## config.mk

```make
export PLATFORM = sky130hd
export DESIGN_NAME = keyframe_pose_interpolator
export DESIGN_NICKNAME = d
export VERILOG_FILES = /design/src/rtl/kpi_pkg.sv /design/src/rtl/kpi_rate_div.sv /design/src/rtl/keyframe_pose_interpolator.sv
export SDC_FILE = /design/constraint.sdc
export NUM_CORES = 2
export LEC_CHECK = 0
export BUFFER_PORTS_ARGS = -buffer_cell sky130_fd_sc_hd__buf_2
export CAP_MARGIN = 10
export CELL_PAD_IN_SITES_DETAIL_PLACEMENT = 1
export CELL_PAD_IN_SITES_GLOBAL_PLACEMENT = 1
export CORE_UTILIZATION = 55
export DETAILED_ROUTE_END_ITERATION = 6
export PLACE_DENSITY_LB_ADDON = 0.08
export SYNTH_ARGS = -nofsm -noshare
export SYNTH_HDL_FRONTEND = slang
export SYNTH_SLANG_ARGS = --single-unit
```

## constraint.sdc

```tcl
create_clock -name clk -period 16.9 [get_ports clk]
set_input_delay 1.69 -clock clk [delete_from_list [all_inputs] [get_ports clk]]
set_output_delay 1.69 -clock clk [all_outputs]
set_load 0.02 [all_outputs]
```

## src/rtl/kpi_pkg.sv

```systemverilog
// Package of the keyframe pose interpolator: operation codes, register indexes
// and the fixed field widths. It depends on nothing else.
package kpi_pkg;

  typedef enum logic [1:0] {
    OP_TICK    = 2'd0,
    OP_LOAD    = 2'd1,
    OP_RESTART = 2'd2,
    OP_TOGGLE  = 2'd3
  } op_t;

  localparam int CFG_INDEX_W = 2;
  localparam logic [CFG_INDEX_W-1:0] CFG_FIRST_KEY_FRAMES  = 2'd0;
  localparam logic [CFG_INDEX_W-1:0] CFG_SECOND_KEY_FRAMES = 2'd1;

  localparam int KEY_W       = 2;
  localparam int PART_IDX_W  = 4;
  localparam int CHAN_W      = 3;
  localparam int CHANNELS    = 6;
  localparam int RATE_W      = 16;
  localparam int FRAMES_RESET = 300;

endpackage

```

## src/rtl/kpi_rate_div.sv

```systemverilog
// Restoring divider that forms the Q0.16 blend rate frame / duration.
// Uses kpi_pkg for the rate width; one quotient bit per cycle.
module kpi_rate_div
  import kpi_pkg::*;
#(
  parameter int FRAME_WIDTH = 12
) (
  input  logic                   clk,
  input  logic                   rst_n,
  input  logic                   start,
  input  logic [FRAME_WIDTH-1:0] frame,
  input  logic [FRAME_WIDTH-1:0] dur,
  output logic                   done,
  output logic [RATE_W-1:0]      rate
);

  localparam int STEP_W = $clog2(RATE_W);

  logic                   busy_r;
  logic                   done_r;
  logic [STEP_W-1:0]      step_r;
  logic [FRAME_WIDTH-1:0] rem_r;
  logic [FRAME_WIDTH-1:0] dur_r;
  logic [RATE_W-1:0]      quo_r;
  logic [FRAME_WIDTH:0]   rem2;
  logic                   fits;

  // The remainder always stays below the divisor, so doubling it needs one more bit.
  assign rem2 = {rem_r, 1'b0};
  assign fits = (rem2 >= {1'b0, dur_r});

  always_ff @(posedge clk) begin
    if (!rst_n) begin
      busy_r <= 1'b0;
      done_r <= 1'b0;
      step_r <= '0;
    end else begin
      done_r <= 1'b0;
      if (start) begin
        dur_r  <= dur;
        step_r <= '0;
        if (frame >= dur) begin
          // A frame at or past the duration saturates the rate.
          quo_r  <= '1;
          done_r <= 1'b1;
        end else begin
          rem_r  <= frame;
          busy_r <= 1'b1;
        end
      end else if (busy_r) begin
        quo_r <= {quo_r[RATE_W-2:0], fits};
        if (fits) begin
          rem_r <= FRAME_WIDTH'(rem2 - {1'b0, dur_r});
        end else begin
          rem_r <= rem2[FRAME_WIDTH-1:0];
        end
        step_r <= step_r + STEP_W'(1);
        if (step_r == STEP_W'(RATE_W - 1)) begin
          busy_r <= 1'b0;
          done_r <= 1'b1;
        end
      end
    end
  end

  assign done = done_r;
  assign rate = quo_r;

endmodule

```

## src/rtl/keyframe_pose_interpolator.sv

```systemverilog
// Keyframe pose interpolator: pose table, play control and the blend sequencer.
// Depends on kpi_pkg and instantiates kpi_rate_div.
//
// Usage. Words enter on the in_ channel (valid/ready) and carry an operation:
// tick, load one table entry, restart at key 0, or toggle play. Only a tick
// produces output: NUM_PARTS words on the out_ channel (valid/ready), one per
// part in increasing order, with out_last_part set on the final one. The two
// key durations are written on the cfg_ channel, which is always ready.
// Load, restart and toggle words are handled in the idle state. A tick passes
// from its accept through the rate divider (which is cut short when the
// frame count has reached the duration), then, per channel, through the single
// read-subtract-multiply-add path, then one emit step per part and a final
// frame update; in_ready is low for the whole tick. A stalled receiver holds
// the sequencer at the next part; the final word may still wait in the output
// register while a new word is accepted. Reset clears the key, the frame
// count, play (paused) and the output valid and sets both durations to 300;
// the pose table is not cleared and must be loaded first.
module keyframe_pose_interpolator
  import kpi_pkg::*;
#(
  parameter int NUM_PARTS   = 10,
  parameter int NUM_KEYS    = 3,
  parameter int VALUE_WIDTH = 16,
  parameter int FRAME_WIDTH = 12
) (
  input  logic                          clk,
  input  logic                          rst_n,
  // input words
  input  logic                          in_valid,
  output logic                          in_ready,
  input  logic [1:0]                    in_operation,
  input  logic [KEY_W-1:0]              in_key_select,
  input  logic [PART_IDX_W-1:0]         in_part_select,
  input  logic [CHAN_W-1:0]             in_channel_select,
  input  logic signed [VALUE_WIDTH-1:0] in_entry_value,
  // result words
  output logic                          out_valid,
  input  logic                          out_ready,
  output logic [PART_IDX_W-1:0]         out_part_index,
  output logic signed [VALUE_WIDTH-1:0] out_pos_x,
  output logic signed [VALUE_WIDTH-1:0] out_pos_y,
  output logic signed [VALUE_WIDTH-1:0] out_pos_z,
  output logic signed [VALUE_WIDTH-1:0] out_rot_x,
  output logic signed [VALUE_WIDTH-1:0] out_rot_y,
  output logic signed [VALUE_WIDTH-1:0] out_rot_z,
  output logic                          out_last_part,
  // configuration writes
  input  logic                          cfg_valid,
  output logic                          cfg_ready,
  input  logic [CFG_INDEX_W-1:0]        cfg_index,
  input  logic [FRAME_WIDTH-1:0]        cfg_data
);

  localparam int KEY_SPAN    = NUM_PARTS * CHANNELS;
  localparam int TABLE_DEPTH = NUM_KEYS * KEY_SPAN;
  localparam int ADDR_W      = $clog2(TABLE_DEPTH);
  localparam int PART_W      = (NUM_PARTS > 1) ? $clog2(NUM_PARTS) : 1;
  localparam int PROD_W      = VALUE_WIDTH + RATE_W + 1;

  typedef enum logic [2:0] {
    ST_IDLE,
    ST_DIV,
    ST_READ,
    ST_DIFF,
    ST_MUL,
    ST_ADD,
    ST_EMIT,
    ST_UPDATE
  } state_t;

  state_t                   state_r;
  logic [KEY_W-1:0]         key_r;
  logic [FRAME_WIDTH-1:0]   frame_r;
  logic                     playing_r;
  logic [FRAME_WIDTH-1:0]   first_frames_r;
  logic [FRAME_WIDTH-1:0]   second_frames_r;
  logic [ADDR_W-1:0]        addr_a_r;
  logic [CHAN_W-1:0]        ch_r;
  logic [PART_W-1:0]        part_r;
  logic [VALUE_WIDTH-1:0]   a_r;
  logic signed [VALUE_WIDTH:0] diff_r;
  logic signed [PROD_W-1:0] prod_r;
  logic [VALUE_WIDTH-1:0]   chan_buf_r [CHANNELS];
  logic [VALUE_WIDTH-1:0]   out_val_r [CHANNELS];
  logic [PART_IDX_W-1:0]    out_part_r;
  logic                     out_last_r;
  logic                     out_valid_r;

  // Pose table, two registered read ports (current key and next key).
  logic [VALUE_WIDTH-1:0]   pose_table [TABLE_DEPTH];
  logic [VALUE_WIDTH-1:0]   rd_a_r;
  logic [VALUE_WIDTH-1:0]   rd_b_r;
  logic [ADDR_W-1:0]        addr_b;
  logic [ADDR_W-1:0]        waddr;
  logic                     load_ok;
  logic                     wr_en;

  logic                     in_accept;
  op_t                      op;
  logic [FRAME_WIDTH-1:0]   dur_sel;
  logic [FRAME_WIDTH-1:0]   dur_eff;
  logic                     div_start;
  logic                     div_done;
  logic [RATE_W-1:0]        rate;
  logic [VALUE_WIDTH-1:0]   blend;
  logic                     out_free;
  logic                     part_last;
  logic [FRAME_WIDTH-1:0]   frame_adv;
  logic [KEY_W-1:0]         key_adv;

  assign in_ready  = (state_r == ST_IDLE);
  assign cfg_ready = 1'b1;
  assign in_accept = in_valid && in_ready;
  assign op        = op_t'(in_operation);

  // A duration register of zero counts as one frame.
  assign dur_sel   = (key_r == '0) ? first_frames_r : second_frames_r;
  assign dur_eff   = (dur_sel == '0) ? FRAME_WIDTH'(1) : dur_sel;
  assign div_start = in_accept && (op == OP_TICK);

  kpi_rate_div #(
    .FRAME_WIDTH (FRAME_WIDTH)
  ) u_rate_div (
    .clk   (clk),
    .rst_n (rst_n),
    .start (div_start),
    .frame (frame_r),
    .dur   (dur_eff),
    .done  (div_done),
    .rate  (rate)
  );

  // The next key is always the current one plus one, a key span further on.
  assign addr_b = addr_a_r + ADDR_W'(KEY_SPAN);

  assign load_ok = (int'(in_key_select) < NUM_KEYS) && (int'(in_part_select) < NUM_PARTS)
                   && (int'(in_channel_select) < CHANNELS);
  assign waddr   = ADDR_W'((int'(in_key_select) * NUM_PARTS + int'(in_part_select))
                           * CHANNELS + int'(in_channel_select));
  assign wr_en   = in_accept && (op == OP_LOAD) && load_ok;

  always_ff @(posedge clk) begin
    if (wr_en) begin
      pose_table[waddr] <= in_entry_value;
    end
    rd_a_r <= pose_table[addr_a_r];
    rd_b_r <= pose_table[addr_b];
  end

  // The low bits of a + floor(prod / 2^16) are the low bits of a plus the
  // product's upper slice, since the arithmetic shift is a floor.
  assign blend     = a_r + prod_r[RATE_W +: VALUE_WIDTH];
  assign out_free  = !out_valid_r || out_ready;
  assign part_last = (part_r == PART_W'(NUM_PARTS - 1));
  assign frame_adv = frame_r + FRAME_WIDTH'(playing_r);
  assign key_adv   = key_r + KEY_W'(1);

  always_ff @(posedge clk) begin
    if (!rst_n) begin
      state_r         <= ST_IDLE;
      key_r           <= '0;
      frame_r         <= '0;
      playing_r       <= 1'b0;
      first_frames_r  <= FRAME_WIDTH'(FRAMES_RESET);
      second_frames_r <= FRAME_WIDTH'(FRAMES_RESET);
      out_valid_r     <= 1'b0;
      ch_r            <= '0;
      part_r          <= '0;
    end else begin
      if (cfg_valid && cfg_ready) begin
        if (cfg_index == CFG_FIRST_KEY_FRAMES) begin
          first_frames_r <= cfg_data;
        end else if (cfg_index == CFG_SECOND_KEY_FRAMES) begin
          second_frames_r <= cfg_data;
        end
      end

      // A taken word empties the output register unless the next part
      // is loaded into it in the same cycle.
      if (out_ready && (state_r != ST_EMIT)) begin
        out_valid_r <= 1'b0;
      end

      case (state_r)
        ST_IDLE: begin
          if (in_accept) begin
            case (op)
              OP_TICK: begin
                addr_a_r <= (key_r != '0) ? ADDR_W'(KEY_SPAN) : '0;
                ch_r     <= '0;
                part_r   <= '0;
                state_r  <= ST_DIV;
              end
              OP_RESTART: begin
                key_r   <= '0;
                frame_r <= '0;
              end
              OP_TOGGLE: begin
                playing_r <= !playing_r;
              end
              default: begin
                // Loads go straight to the table write port.
              end
            endcase
          end
        end
        ST_DIV: begin
          if (div_done) begin
            state_r <= ST_READ;
          end
        end
        ST_READ: begin
          state_r <= ST_DIFF;
        end
        ST_DIFF: begin
          a_r     <= rd_a_r;
          diff_r  <= $signed({rd_b_r[VALUE_WIDTH-1], rd_b_r})
                     - $signed({rd_a_r[VALUE_WIDTH-1], rd_a_r});
          state_r <= ST_MUL;
        end
        ST_MUL: begin
          prod_r  <= PROD_W'(diff_r) * PROD_W'($signed({1'b0, rate}));
          state_r <= ST_ADD;
        end
        ST_ADD: begin
          chan_buf_r[ch_r] <= blend;
          addr_a_r         <= addr_a_r + ADDR_W'(1);
          if (ch_r == CHAN_W'(CHANNELS - 1)) begin
            ch_r    <= '0;
            state_r <= ST_EMIT;
          end else begin
            ch_r    <= ch_r + CHAN_W'(1);
            state_r <= ST_READ;
          end
        end
        ST_EMIT: begin
          if (out_free) begin
            out_val_r   <= chan_buf_r;
            out_part_r  <= PART_IDX_W'(part_r);
            out_last_r  <= part_last;
            out_valid_r <= 1'b1;
            if (part_last) begin
              state_r <= ST_UPDATE;
            end else begin
              part_r  <= part_r + PART_W'(1);
              state_r <= ST_READ;
            end
          end
        end
        ST_UPDATE: begin
          // Advance the frame while playing, step the key at its duration, and wrap
          // from the last key that has a next key (NUM_KEYS - 2) back to key 0.
          if (frame_adv >= dur_eff) begin
            frame_r <= '0;
            if (key_adv >= KEY_W'(NUM_KEYS - 1)) begin
              key_r <= '0;
            end else begin
              key_r <= key_adv;
            end
          end else begin
            frame_r <= frame_adv;
          end
          state_r <= ST_IDLE;
        end
        default: begin
          state_r <= ST_IDLE;
        end
      endcase
    end
  end

  assign out_valid      = out_valid_r;
  assign out_part_index = out_part_r;
  assign out_pos_x      = out_val_r[0];
  assign out_pos_y      = out_val_r[1];
  assign out_pos_z      = out_val_r[2];
  assign out_rot_x      = out_val_r[3];
  assign out_rot_y      = out_val_r[4];
  assign out_rot_z      = out_val_r[5];
  assign out_last_part  = out_last_r;

endmodule

```

==> qor.csv <==
metric;value;unit
Leak;52.8;nW
GPL Wtd Cong;0.898;
GRT Total Usage;31.6;%
Post-synth EDFFs;3174;
Yosys warning total;0;
grt ovf;0;
wl on met1;161000;µm
total number of vias;74200;
die height;509;µm
DR iter-0 viols;9103;
input/output buffers;148;
Layout Nets;8016;
Synth area leader;edfxtp_1;
cell mode on critical path;fa_1;
Max Fclk;145;MHz
Net Count, Synth;7604;
largest net degree at the start of global routing;121;
DRC;0;
Int Pwr;0.0138;W
DIE AREA;259000;µm²
P per Cell Area;113;nW/µm²
relative slew slack;11.1;%
TritonCTS clock tree;yes;
#FFs+latches synth;3262;
Sw Ratio;23.2;%
Avg Inst Size Synth;19.9;µm²
Startpoint Class;register;
global-route wire length before repair;575000;µm
Initial Util;55.5;%
largest registers;pose_table x2880, chan_buf_r x96, diff_r x17;
drt pass-1 iters;5;
max FFs per register;2880;
main combinational cell family by area after synthesis;multiplexers;
MaxCap Viol Count;0;
WHS;387;ps
die width;509;µm
worst-path maximum fanout;18;
worst hold path class;reg2reg;
Period minus WS final;6890;ps
vias in the first global route;76000;
post-synthesis mux area share;18.4;%
status;finished, final reports clean;
clk buf depth;4;
WL final;404000;µm
ANT nets after route;0;
Worst VDD drop;0.109;mV
Synth Area in Compound Gates;1.64;%
CP Cell Sequence;nand2_1, inv_1, fa_1, inv_1, fa_1, inv_1, fa_1, fa_1, fa_1, inv_1, fa_1, inv_1, ha_1, a21o_1, a21oi_1, o21ai_0, a21oi_1, o21ai_0, o41ai_1, xnor2_1;
post-synthesis sequential area ratio;68.7;%
Synth Instances;7120;
post-CTS setup repair buffer count;0;
initial antenna violation count;27;
Synth Flop Type;edfxtp_1;
CTS sink cnt;3262;
H-tree levels;5;
routed length on met3;35400;µm
hpwl dp;262000;µm
CP peak stage delay;680;ps
number of top-level pins;150;
core footprint;255000;µm²
Synth Area in Adders;5.32;%
CP Data Required Time;17480;ps
post-layout util;62.1;%
combinational share of power;8.5;%
Via density;6.64;
share of post-route cells with drive strength above 1;26.3;%
RSZ-0062 raised after global routing;false;
Worst path slowest cell;edfxtp_1;
CP endpoint kind;register;
Largest Register;pose_table;
Final TNS setup;0;ps
Synth top area share;67.4;%
hold buffers post-CTS;0;
worst slack, placed;10040;ps
Final Max Slew Viols;0;
post-synthesis xor/xnor area fraction;0.643;%
Clk pwr share;41.7;%
Crit path arrival time;7470;ps
Post-Synth Simple-Gate Area;3.10;%
cell area after synthesis;141000;µm²
worst slew pin tran;1330;ps
post-CTS sizing;0;
metal2 WL;189000;µm
crit share post-route;40.8;%
post-synth cell types;74;
Clock Skew;69.8;ps
sw power;0.00417;W
Final Power;0.0179;W
Async SR Flop Fraction;0;%
final worst slack;10010;ps
cell row count;185;
area grow syn2layout;11.9;%
CTS clk-pin slew, worst paths;70;ps
Routed WL per cell;36.2;µm
share of total power in sequential cells;49.8;%
Setup-failing EPs final;0;
ranking of synthesized cells by area;edfxtp_1, mux4_2, fa_1;
Top Layer Used;met5;
TritonCTS buffer count;343;
WS Path Type;reg2reg;
Hold Vio Cnt, Final;0;
Worst-Skew Late Latency;880;ps
clock root cell;clkbuf_16;
-- cell families (layout without fill, tap and decap cells) --
logic type                 Yosys count  in the layout
adders and majority gates          438            438
DFF                               3262           3262
and+or+nand+nor                    955            955
xor gates and xnor gates           102            102
muxes                             1215           1215
AOI/OAI and AO/OA                  358            358
buffers and inverters              789           1469
other                                1              7
-- synth_stat cells (6+ instances only) --
cell       number
clkbuf_1      206
or3_1          10
inv_1         423
o31ai_1        11
a211oi_1       13
buf_4          14
and2_1        140
a31oi_1        11
nor4_1         10
and3_1         14
o221ai_1       10
nor2b_1        16
nor2_1        300
buf_2          93
o21bai_1        7
a2111oi_0       6
o21a_1          8
o211ai_1       20
fa_1          271
o21ai_1        22
o22ai_1        22
nand2b_1       42
nand3_1        53
a21o_1         31
a211o_1         6
mux2i_1        96
nor3_1         34
a21oi_1       109
a22o_1         11
dfxtp_1        88
xor2_1         31
edfxtp_1     3174
buf_1          47
ha_1          167
o21ai_0        35
nand2_1       309
mux4_2       1103
mux2_2         16
nand4_1         7
xnor2_1        70
-- per-stage QoR --
step	std cells	area [µm²]
after floorplan	7120	141000
after global placement	10600	147000
after detailed placement	10600	147000
after CTS	11200	158000
after global routing	11200	158000
final	11200	158000
-- final cells by class --
cell class	instances	area, µm²
antenna	6	15.0
clock buffer	419	9020
clock inverter	194	1990
fill	21200	96600
inverter	424	1600
multi-input combinational	3069	41200
sequential	3262	97100
tap	3366	4210
timing repair buffer	432	3090
-- per-layer routing --
metal	vias up	track usage, %
met1	40200	45.3
li1	29300	-
met5	-	0
met4	32	12.8
met2	3947	48.9
met3	763	5.51
-- power groups by stage --
stage               Combinational (W)  Clock [W]  Sequential [W]
global placement              0.00147          0         0.00911
finish                        0.00152    0.00748         0.00894
global route                  0.00167    0.00782         0.00894
detailed placement            0.00152          0         0.00911
floorplan                    0.000945          0         0.00910
CTS                           0.00154    0.00758         0.00894
-- placed cells by master, fill, tap and decap left out, drive strengths merged, types with 14 or more instances in the layout --
| master | synthesis | final |
|---|---|---|
| a21o | 31 | 31 |
| a21oi | 109 | 109 |
| and2 | 140 | 140 |
| and3 | 14 | 14 |
| buf | 159 | 432 |
| bufinv | 0 | 33 |
| clkbuf | 206 | 419 |
| clkinv | 1 | 138 |
| dfxtp | 88 | 88 |
| edfxtp | 3174 | 3174 |
| fa | 271 | 271 |
| ha | 167 | 167 |
| inv | 423 | 435 |
| mux2 | 16 | 16 |
| mux2i | 96 | 96 |
| mux4 | 1103 | 1103 |
| nand2 | 309 | 309 |
| nand2b | 42 | 42 |
| nand3 | 53 | 53 |
| nor2 | 300 | 300 |
| nor2b | 16 | 16 |
| nor3 | 34 | 34 |
| o211ai | 20 | 20 |
| o21ai | 57 | 57 |
| o22ai | 22 | 22 |
| xnor2 | 70 | 70 |
| xor2 | 31 | 31 |
-- critical path: cells and delay by family (launching register included) --
| family | cells | cell delay (ps) |
|---|---|---|
| fa+ha+maj | 7 | 3570 |
| compound gates | 6 | 1370 |
| flops | 1 | 680 |
| buf+inv | 5 | 610 |
| simple gates | 1 | 240 |
| xor+xnor | 1 | 100 |
-- path summary, 6_finish.rpt --
path | from | depth (start not counted) | endpoint | slack, ps
setup / recovery | u_rate_div.rate[2] | 20 | prod_r[31] | 10010
hold / removal | chan_buf_r[62] | 0 | out_pos_z[14] | 390
setup reg to reg | u_rate_div.rate[2] | 20 | prod_r[31] | 10010
hold reg to reg | chan_buf_r[62] | 0 | out_pos_z[14] | 390
(Power assumes the default switching activity.)
